$ cat config.mk
export PLATFORM = sky130hd
export DESIGN_NAME = nns_dist
export DESIGN_NICKNAME = d
export VERILOG_FILES = /design/src/nns_pkg.sv /design/src/nns_dist.sv
export SDC_FILE = /design/constraint.sdc
export NUM_CORES = 1
export LEC_CHECK = 0
export BUFFER_PORTS_ARGS = -buffer_cell sky130_fd_sc_hd__buf_2
export CAP_MARGIN = 20
export CORE_MARGIN = 8
export CORE_UTILIZATION = 59
export DETAILED_ROUTE_END_ITERATION = 12
export PLACE_DENSITY = 0.9
export SYNTH_ARGS = -nofsm -noshare
export SYNTH_HDL_FRONTEND = slang
export SYNTH_SLANG_ARGS = --single-unit
$ cat constraint.sdc
create_clock -name clk -period 7.5 [get_ports clk]
set_input_delay 0.75 -clock clk [delete_from_list [all_inputs] [get_ports clk]]
set_output_delay 0.75 -clock clk [all_outputs]
set_load 0.01 [all_outputs]
$ cat src/nns_pkg.sv
`timescale 1ns / 1ps
`default_nettype none
// ----------------------------------------------------------------------------
// nns_pkg - nearest neighbour search shared definitions
// Sizes, status codes, mode codes and the control structs passed between
// the sequencer and the distance unit.
// ----------------------------------------------------------------------------
package nns_pkg;

	localparam int MAX_POINTS  = 1024;
	localparam int MAX_DIMS    = 8;
	localparam int COORD_WIDTH = 16;

	// widths of the fields on the ports
	localparam int FIELD_W      = 16;
	localparam int NUM_FIELDS   = 8;
	localparam int MODE_W       = 2;
	localparam int STATUS_W     = 3;
	localparam int OUT_IDX_W    = 10;
	localparam int OUT_DIST_W   = 35;
	localparam int OUT_CNT_W    = 11;
	localparam int CFG_W        = 4;

	// internal widths
	localparam int IDX_W  = (MAX_POINTS > 1) ? $clog2(MAX_POINTS) : 1;
	localparam int CNT_W  = $clog2(MAX_POINTS + 1);
	localparam int DIM_W  = (MAX_DIMS > 1) ? $clog2(MAX_DIMS) : 1;
	localparam int DIMS_W = $clog2(MAX_DIMS + 1);
	localparam int DIFF_W = COORD_WIDTH + 1;
	localparam int SQ_W   = 2 * COORD_WIDTH;
	localparam int DIST_W = SQ_W + DIMS_W;

	localparam logic [DIMS_W-1:0] DIMS_RESET = DIMS_W'(2);

	localparam logic [MODE_W-1:0] MODE_ADD   = MODE_W'(0);
	localparam logic [MODE_W-1:0] MODE_QUERY = MODE_W'(1);
	localparam logic [MODE_W-1:0] MODE_CLEAR = MODE_W'(2);

	typedef enum logic [STATUS_W-1:0] {
		STAT_ADDED   = 3'd0,
		STAT_FULL    = 3'd1,
		STAT_FOUND   = 3'd2,
		STAT_EMPTY   = 3'd3,
		STAT_CLEARED = 3'd4
	} status_t;

	typedef logic [MAX_DIMS-1:0][COORD_WIDTH-1:0] row_t;

	// one coordinate step issued by the sequencer
	typedef struct packed {
		logic             valid;
		logic             first_dim;
		logic             last_dim;
		logic             first_point;
		logic             last_point;
		logic [DIM_W-1:0] dim;
		logic [IDX_W-1:0] idx;
	} scan_ctl_t;

	// outcome of a finished scan
	typedef struct packed {
		logic              done;
		logic [IDX_W-1:0]  idx;
		logic [DIST_W-1:0] best_dist;
	} scan_res_t;

endpackage
`default_nettype wire

$ cat src/nns_dist.sv
`timescale 1ns / 1ps
`default_nettype none
// ----------------------------------------------------------------------------
// nns_dist - shared distance unit
// One coordinate per cycle: subtract, square, accumulate, and on the last
// coordinate of a point compare against the running best.
// ----------------------------------------------------------------------------
module nns_dist (
	input  wire                      clk,
	input  wire                      arst_n,
	input  wire nns_pkg::scan_ctl_t  issue,
	input  wire nns_pkg::row_t       row,
	input  wire nns_pkg::row_t       query,
	output nns_pkg::scan_res_t       res
);
	import nns_pkg::*;

	scan_ctl_t               ctl_s1, ctl_s2, ctl_s3;
	logic [COORD_WIDTH-1:0]  abs_s2;
	logic [SQ_W-1:0]         sq_s3;
	logic [DIST_W-1:0]       acc_q;
	logic [DIST_W-1:0]       best_q;
	logic [IDX_W-1:0]        best_idx_q;
	logic                    done_q;

	logic signed [DIFF_W-1:0] pt_c, qv_c, diff_c;
	logic [DIFF_W-1:0]        mag_c;
	logic [DIST_W-1:0]        sum_c;

	// memory data lines up with ctl_s1
	always_comb begin
		pt_c   = DIFF_W'($signed(row[ctl_s1.dim]));
		qv_c   = DIFF_W'($signed(query[ctl_s1.dim]));
		diff_c = pt_c - qv_c;
		mag_c  = diff_c[DIFF_W-1] ? DIFF_W'(-diff_c) : DIFF_W'(diff_c);
		sum_c  = (ctl_s3.first_dim ? '0 : acc_q) + DIST_W'(sq_s3);
	end

	always_ff @(posedge clk or negedge arst_n) begin
		if (!arst_n) begin
			ctl_s1     <= '0;
			ctl_s2     <= '0;
			ctl_s3     <= '0;
			abs_s2     <= '0;
			sq_s3      <= '0;
			acc_q      <= '0;
			best_q     <= '0;
			best_idx_q <= '0;
			done_q     <= 1'b0;
		end else begin
			ctl_s1 <= issue;
			ctl_s2 <= ctl_s1;
			ctl_s3 <= ctl_s2;
			abs_s2 <= mag_c[COORD_WIDTH-1:0];
			sq_s3  <= abs_s2 * abs_s2;
			done_q <= ctl_s3.valid && ctl_s3.last_dim && ctl_s3.last_point;
			if (ctl_s3.valid) begin
				acc_q <= sum_c;
				// strict compare keeps the lowest index on a tie
				if (ctl_s3.last_dim && (ctl_s3.first_point || sum_c < best_q)) begin
					best_q     <= sum_c;
					best_idx_q <= ctl_s3.idx;
				end
			end
		end
	end

	assign res.done      = done_q;
	assign res.idx       = best_idx_q;
	assign res.best_dist = best_q;

endmodule
`default_nettype wire

==> out/results.tsv, run 1 <==
metric	value	unit
outcome	finished, final reports clean	
rrSetupSlack	0.48	ns
die_x	194.3	um
endpoint_kind	flop	
tightest_slew	1.045	ns
final_cell_mix	inv_1 (323), buf_2 (321), ha_1 (185)	
avgRoutedWirePerCell	20.41	um
synth_top_family_by_area	adder cells	
start_kind	flop	
cp_data_arrival_time	7.33	ns
hpwl	41.77	mm
overflow	0	
hold_viol_final	0	
layout_commonest_cell	inv_1	
synth_flop_cell	dfrtp_1	
r2r_cells	21	
fin_crit_sh	0.9363	
ys_ff_latch	178	
critPathBufInv	5	
syn_avg_cell_area	10.21	um^2
drt_iter0_drc	863	
rsz0062_at_grt	no	
final_nets	2749	
num_vias	14971	
worstSetupStartpoint	abs_s2[9]	
clk_path_buf_depth	2	
clk_pin_slew_worst_paths	0.09	ns
endpoint	sq_s3[31]	
die_h	194.3	um
cts_setup_buffers	0	
crit_path_frequent_cell	fa_1	
criticalPathCategory	flop to flop	
yosysWarnings	0	
fillers	2274	
ys_types	73	
postRouteAntennaNets	0	
portBuffers	322	
synth.area.top_cells	dfrtp_1 (24%), fa_1 (18%), ha_1 (12%)	
ios	323	
final_layout_size_suffix_gt1_frac	0.2505	
drt-pass1-iter-count	7	
cap_violations	0	
synth_xor_xnor_area_share	0.03831	
cp.depth	21	
syn_area	18750	um^2
hold_class	flop to flop	
dieArea	37730	um^2
numCtsBuffers	17	
async_flop_share	1.000	
grt_pass1_wl	83.91	mm
path_cells	and2_1 > inv_1 > fa_1 > fa_1 > fa_1 > inv_1 > fa_1 > fa_1 > inv_1 > fa_1 > inv_1 > ha_1 > nand3_1 > a2111oi_0 > buf_4 > o21ai_1 > a2111oi_1 > o41ai_1 > a21oi_1 > nor4_1 > a311o_1	
n_antenna_cell	0	
grt_max_degree	107	
yosys.area_share.simple	0.1061	
core_area	31390	um^2
cts_root_buffer	clkbuf_16	
crit_fanout	17	
synth.mux.area_fraction	0.1446	
synth_edf_count	0	
drc_errors	0	
antenna_found_initial	3	
cts_tree	yes	
cp.required	7.81	ns
slew_headroom	0.3030	
clock-sinks	178	
synth_top_area_frac	0.2376	
crit_family	adder cells	
synth_top_area_cell	dfrtp_1	
start_util	0.5972	
synth-adder-area-share	0.2997	
drt_wl_total	51.80	mm
synthCells	1837	
row_count	65	
syn2layout_area_growth	13.90	%
grt_pass1_vias	16305	
vias_per_cell	5.899	
tns	0	ns
report.final.setup_viol	0	
gp_congestion	0.9804	
fmax	142.4	MHz
synth.yosys.seq_area_share	0.2376	
min_period	7.023	ns
synth_fp_nets	2463	
slowest_stage	dfrtp_1	
slew_violations	0	
reg2reg_from	abs_s2[9]	
track_usage	0.2747	
clock_skew	0.02376	ns
cts-htree-levels	4	
r2r-end	sq_s3[31]	
insertion_delay	0.45	ns
cp_slowest_stage_delay	0.74	ns
synth_compound_gate_area_share	0.09564	
## cell usage after synthesis (5+ instances only)
| library cell | n |
|---|---|
| nor3_1 | 18 |
| o2111ai_1 | 5 |
| a31oi_1 | 8 |
| inv_1 | 323 |
| fa_1 | 165 |
| a311o_1 | 6 |
| nor2_1 | 81 |
| nand4_1 | 12 |
| a21oi_1 | 74 |
| nand3_1 | 15 |
| a2111oi_0 | 7 |
| xnor2_1 | 50 |
| nor3b_1 | 6 |
| a21o_1 | 41 |
| mux2_1 | 6 |
| o211ai_1 | 5 |
| nand2b_1 | 15 |
| dfrtp_1 | 178 |
| o21ai_1 | 11 |
| nor4_1 | 5 |
| clkbuf_1 | 57 |
| nor2b_1 | 46 |
| o41ai_1 | 7 |
| xor2_1 | 32 |
| and2_1 | 46 |
| a211oi_1 | 8 |
| o21a_1 | 9 |
| mux2i_1 | 20 |
| mux4_2 | 64 |
| o21bai_1 | 7 |
| buf_1 | 8 |
| ha_1 | 185 |
| o31ai_1 | 8 |
| o21ai_0 | 33 |
| mux2_2 | 89 |
| and3_1 | 10 |
| nand2_1 | 113 |
## flip-flops by register name (all words and copies together) (netlist names)
register and count:
ctl_s1 18, best_q 36, best_idx_q 10, ctl_s2 15, acc_q 36, done_q 1
abs_s2 16, ctl_s3 15, sq_s3 31
## worst min path at each step
stage / startpoint / endpoint / slack [ns] / cells after the start
after global routing: ctl_s2[8] / ctl_s3[8] / 0.34 / 0
after floorplan: ctl_s1[0] / ctl_s2[0] / 0.33 / 0
final: ctl_s2[8] / ctl_s3[8] / 0.34 / 0
after global placement: ctl_s2[9] / ctl_s3[9] / 0.33 / 0
after CTS: ctl_s2[8] / ctl_s3[8] / 0.34 / 0
after detailed placement: ctl_s2[9] / ctl_s3[9] / 0.33 / 0
## kinds of logic (layout without fill, tap and decap cells)
family                   Yosys count  count (layout)
AO/OA/AOI/OAI                    267             267
XOR/XNOR                          82              82
adder cells (fa/ha/maj)          350             350
buffers and inverters            389             688
flip-flops                       178             178
multiplexers                     179             179
AND/OR/NAND/NOR                  392             392
## per-stage QoR
stage	hold slack, ns	util	instance area (um^2)	std cells	setup slack (ns)
after floorplan	0.3312	-	18750	1837	1.054
after global placement	0.3318	0.6599	20710	2506	0.6290
after detailed placement	0.3347	0.6599	20710	2506	0.4855
after CTS	0.3384	0.6802	21350	2538	0.4090
after global routing	0.3370	0.6802	21350	2538	0.04686
final	0.3410	0.6802	21350	2538	0.4774
## layer usage
layer / track usage / routed length (um) / share of wire / up-vias
met5: 0 / 28 / 0.00054 / -
li1: - / - / - / 6777
met3: 0.04773 / 3219 / 0.062 / 122
met2: 0.4974 / 26620 / 0.51 / 663
met1: 0.3227 / 19990 / 0.39 / 7405
met4: 0.1004 / 1943 / 0.038 / 4
## layout make-up
class / instances / area, um^2 / area share
tap: 402 / 503.0 / 0.02356
clock inverter: 15 / 211.5 / 0.009903
clock buffer: 17 / 425.4 / 0.01992
multi-input combinational: 1270 / 12840 / 0.6014
inverter: 323 / 1212 / 0.05678
timing repair buffer: 333 / 1700 / 0.07963
sequential: 178 / 4459 / 0.2088
## timing repair
action	4_1_cts	5_1_grt
endpoints found under the setup margin	0	1
gates resized for setup	0	1
hold buffers	0	0
Power of run 1 is left out: the tool's default activity adds up to more than one toggle a clock period on the data nets, which glitch-free logic cannot reach.
==> inputs of run 2 (changes only) <==
CELL_PAD_IN_SITES_DETAIL_PLACEMENT = 1   (was not set)
CELL_PAD_IN_SITES_GLOBAL_PLACEMENT = 1   (was not set)
CORE_UTILIZATION = 45   (was 59)
PLACE_DENSITY = 0.89   (was 0.9)
==> run 2 against run 1 <==
- non-clock buffer count up 6
- clock-buffer cell count unchanged
- worst setup slack better by 0.0088 ns
- critical path depth unchanged
- flip-flop and latch count unchanged
- utilization down 15 points
- first-iteration DRC count down 22%
==> out/results.tsv, run 2 (synthesis gave the netlist of run 1 again) <==
metric	value	unit	change
fillers	4650		+100%
dp_slack	-0.001144	ns	-0.4866 ns
cts_tree	yes		
core_area	41020	um^2	+31%
final_cell_mix	inv_1 (323), buf_2 (321), ha_1 (185)		
hold_class	flop to flop		
ios	323		unchanged
endpoint_kind	flop		
final_core_util	0.5260		-0.1542
hold_viol_final	0		unchanged
track_usage	0.2539		-0.02078
slew_headroom	0.2887		-0.01437
grt_max_degree	99		-7.5%
clock_skew	0.02529	ns	+0.001528 ns
rrSetupSlack	0.49	ns	about the same
largestRegisters	acc_q x36, best_q x36, sq_s3 x31		
row_count	74		+14%
outcome	finished, final reports clean		
multi_input_area	12850	um^2	about the same
portBuffers	322		unchanged
fin_crit_sh	0.9352		-0.001178
gp_congestion	0.9315		-5.0%
cp.required	7.83	ns	+0.02 ns
seqCellArea	4464	um^2	+0.11%
rsz0062_at_grt	no		
vias_per_cell	5.609		-4.9%
crit_fanout	17		unchanged
worstHoldPathCells	0		unchanged
report.final.setup_viol	0		unchanged
drt_wl_total	59.47	mm	+15%
path_cells	and2_1 > inv_1 > fa_1 > fa_1 > fa_1 > inv_1 > fa_1 > fa_1 > inv_1 > fa_1 > inv_1 > ha_1 > nand3_1 > a2111oi_2 > o21ai_1 > a2111oi_0 > buf_4 > o41ai_1 > a21oi_1 > nor4_1 > a311o_1		
syn2layout_area_growth	15.08	%	
start_kind	flop		
setup_ws	0.4863	ns	+0.008833 ns
die_h	220.1	um	+13%
clock-sinks	178		unchanged
cap_violations	0		unchanged
avgRoutedWirePerCell	22.22	um	+8.9%
fmax	142.6	MHz	+0.13%
final_cell_count_no_fill	2676		+5.4%
die_x	220.1	um	+13%
cp_slowest_stage_delay	0.72	ns	-0.02 ns
clk_pin_slew_worst_paths	0.08	ns	about the same
grt_pass1_vias	17672		+8.4%
clk_path_buf_depth	2		unchanged
drt-pass1-iter-count	5		-2
placed_cells	2641		+5.4%
numCtsBuffers	17		unchanged
slew_violations	0		unchanged
drc_errors	0		unchanged
start_util	0.4570		-0.1401
tightest_slew	1.053	ns	+0.007772 ns
r2r_cells	21		unchanged
postCtsHoldBufs	0		unchanged
criticalPathCategory	flop to flop		
postRouteAntennaNets	0		unchanged
layout_commonest_cell	inv_1		
drt_iter0_drc	673		-22%
num_vias	15010		+0.26%
final_nets	2755		+0.22%
insertion_delay	0.47	ns	+0.02 ns
cts_setup_buffers	0		unchanged
grt_pass1_wl	96.28	mm	+15%
antenna_found_initial	3		unchanged
cp_data_arrival_time	7.34	ns	about the same
min_period	7.014	ns	-0.008833 ns
cts-htree-levels	4		unchanged
dieArea	48450	um^2	+28%
slowest_stage	dfrtp_1		
overflow	0		unchanged
hpwl	49.10	mm	+18%
final_layout_size_suffix_gt1_frac	0.2549		+0.004434
cts_root_buffer	clkbuf_16		
crit_path_frequent_cell	fa_1		
-- run 2: per-stage QoR --
step           setup TNS [ns]  instance area, um^2  hold WS [ns]
5_1_grt                     0                21570        0.3443
6_report                    0                21570        0.3417
2_1_floorplan               0                18750        0.3312
3_5_place_dp        -0.001144                20920        0.3363
4_1_cts                     0                21530        0.3469
3_3_place_gp                0                20920        0.3318
-- run 2: layout make-up --
type                       count  share of cell area
sequential                   178              0.2069
clock buffer                  17             0.01972
inverter                     323             0.05620
clock inverter                15            0.008700
antenna                        2           0.0002320
multi-input combinational   1270              0.5955
timing repair buffer         339             0.08183
tap                          532             0.03085
-- run 2: timing repair --
action,4_1_cts,5_1_grt
setup endpoints to repair,1,2
hold endpoints to repair,0,0
gates resized for setup,1,6
-- run 2: critical path: cells and delay by family (launching register included) --
kind	cells	cell delay, ns
and+or+nand+nor	3	0.49
adders and majority gates	7	3.35
AOI/OAI and AO/OA	6	1.90
buffers and inverters	5	0.41
DFF	1	0.72
-- run 2: final timing paths --
| check | start | to |
|---|---|---|
| worst max register to register | abs_s2[5] | sq_s3[31] |
| max in group asynchronous | arst_n | acc_q[28] |
| worst max-delay path | abs_s2[5] | sq_s3[31] |
| worst min register to register | ctl_s2[14] | ctl_s3[14] |
| min in group asynchronous | arst_n | ctl_s3[3] |
| worst min-delay path | ctl_s2[14] | ctl_s3[14] |
-- run 2: layer usage --
metal	global-route usage	part of all wire	vias up
li1	-	-	6788
met1	0.2756	0.37	7607
met2	0.4904	0.55	516
met3	0.04196	0.050	99
met4	0.09042	0.034	0
met5	0	0	-
Power of run 2 is left out for the same reason.
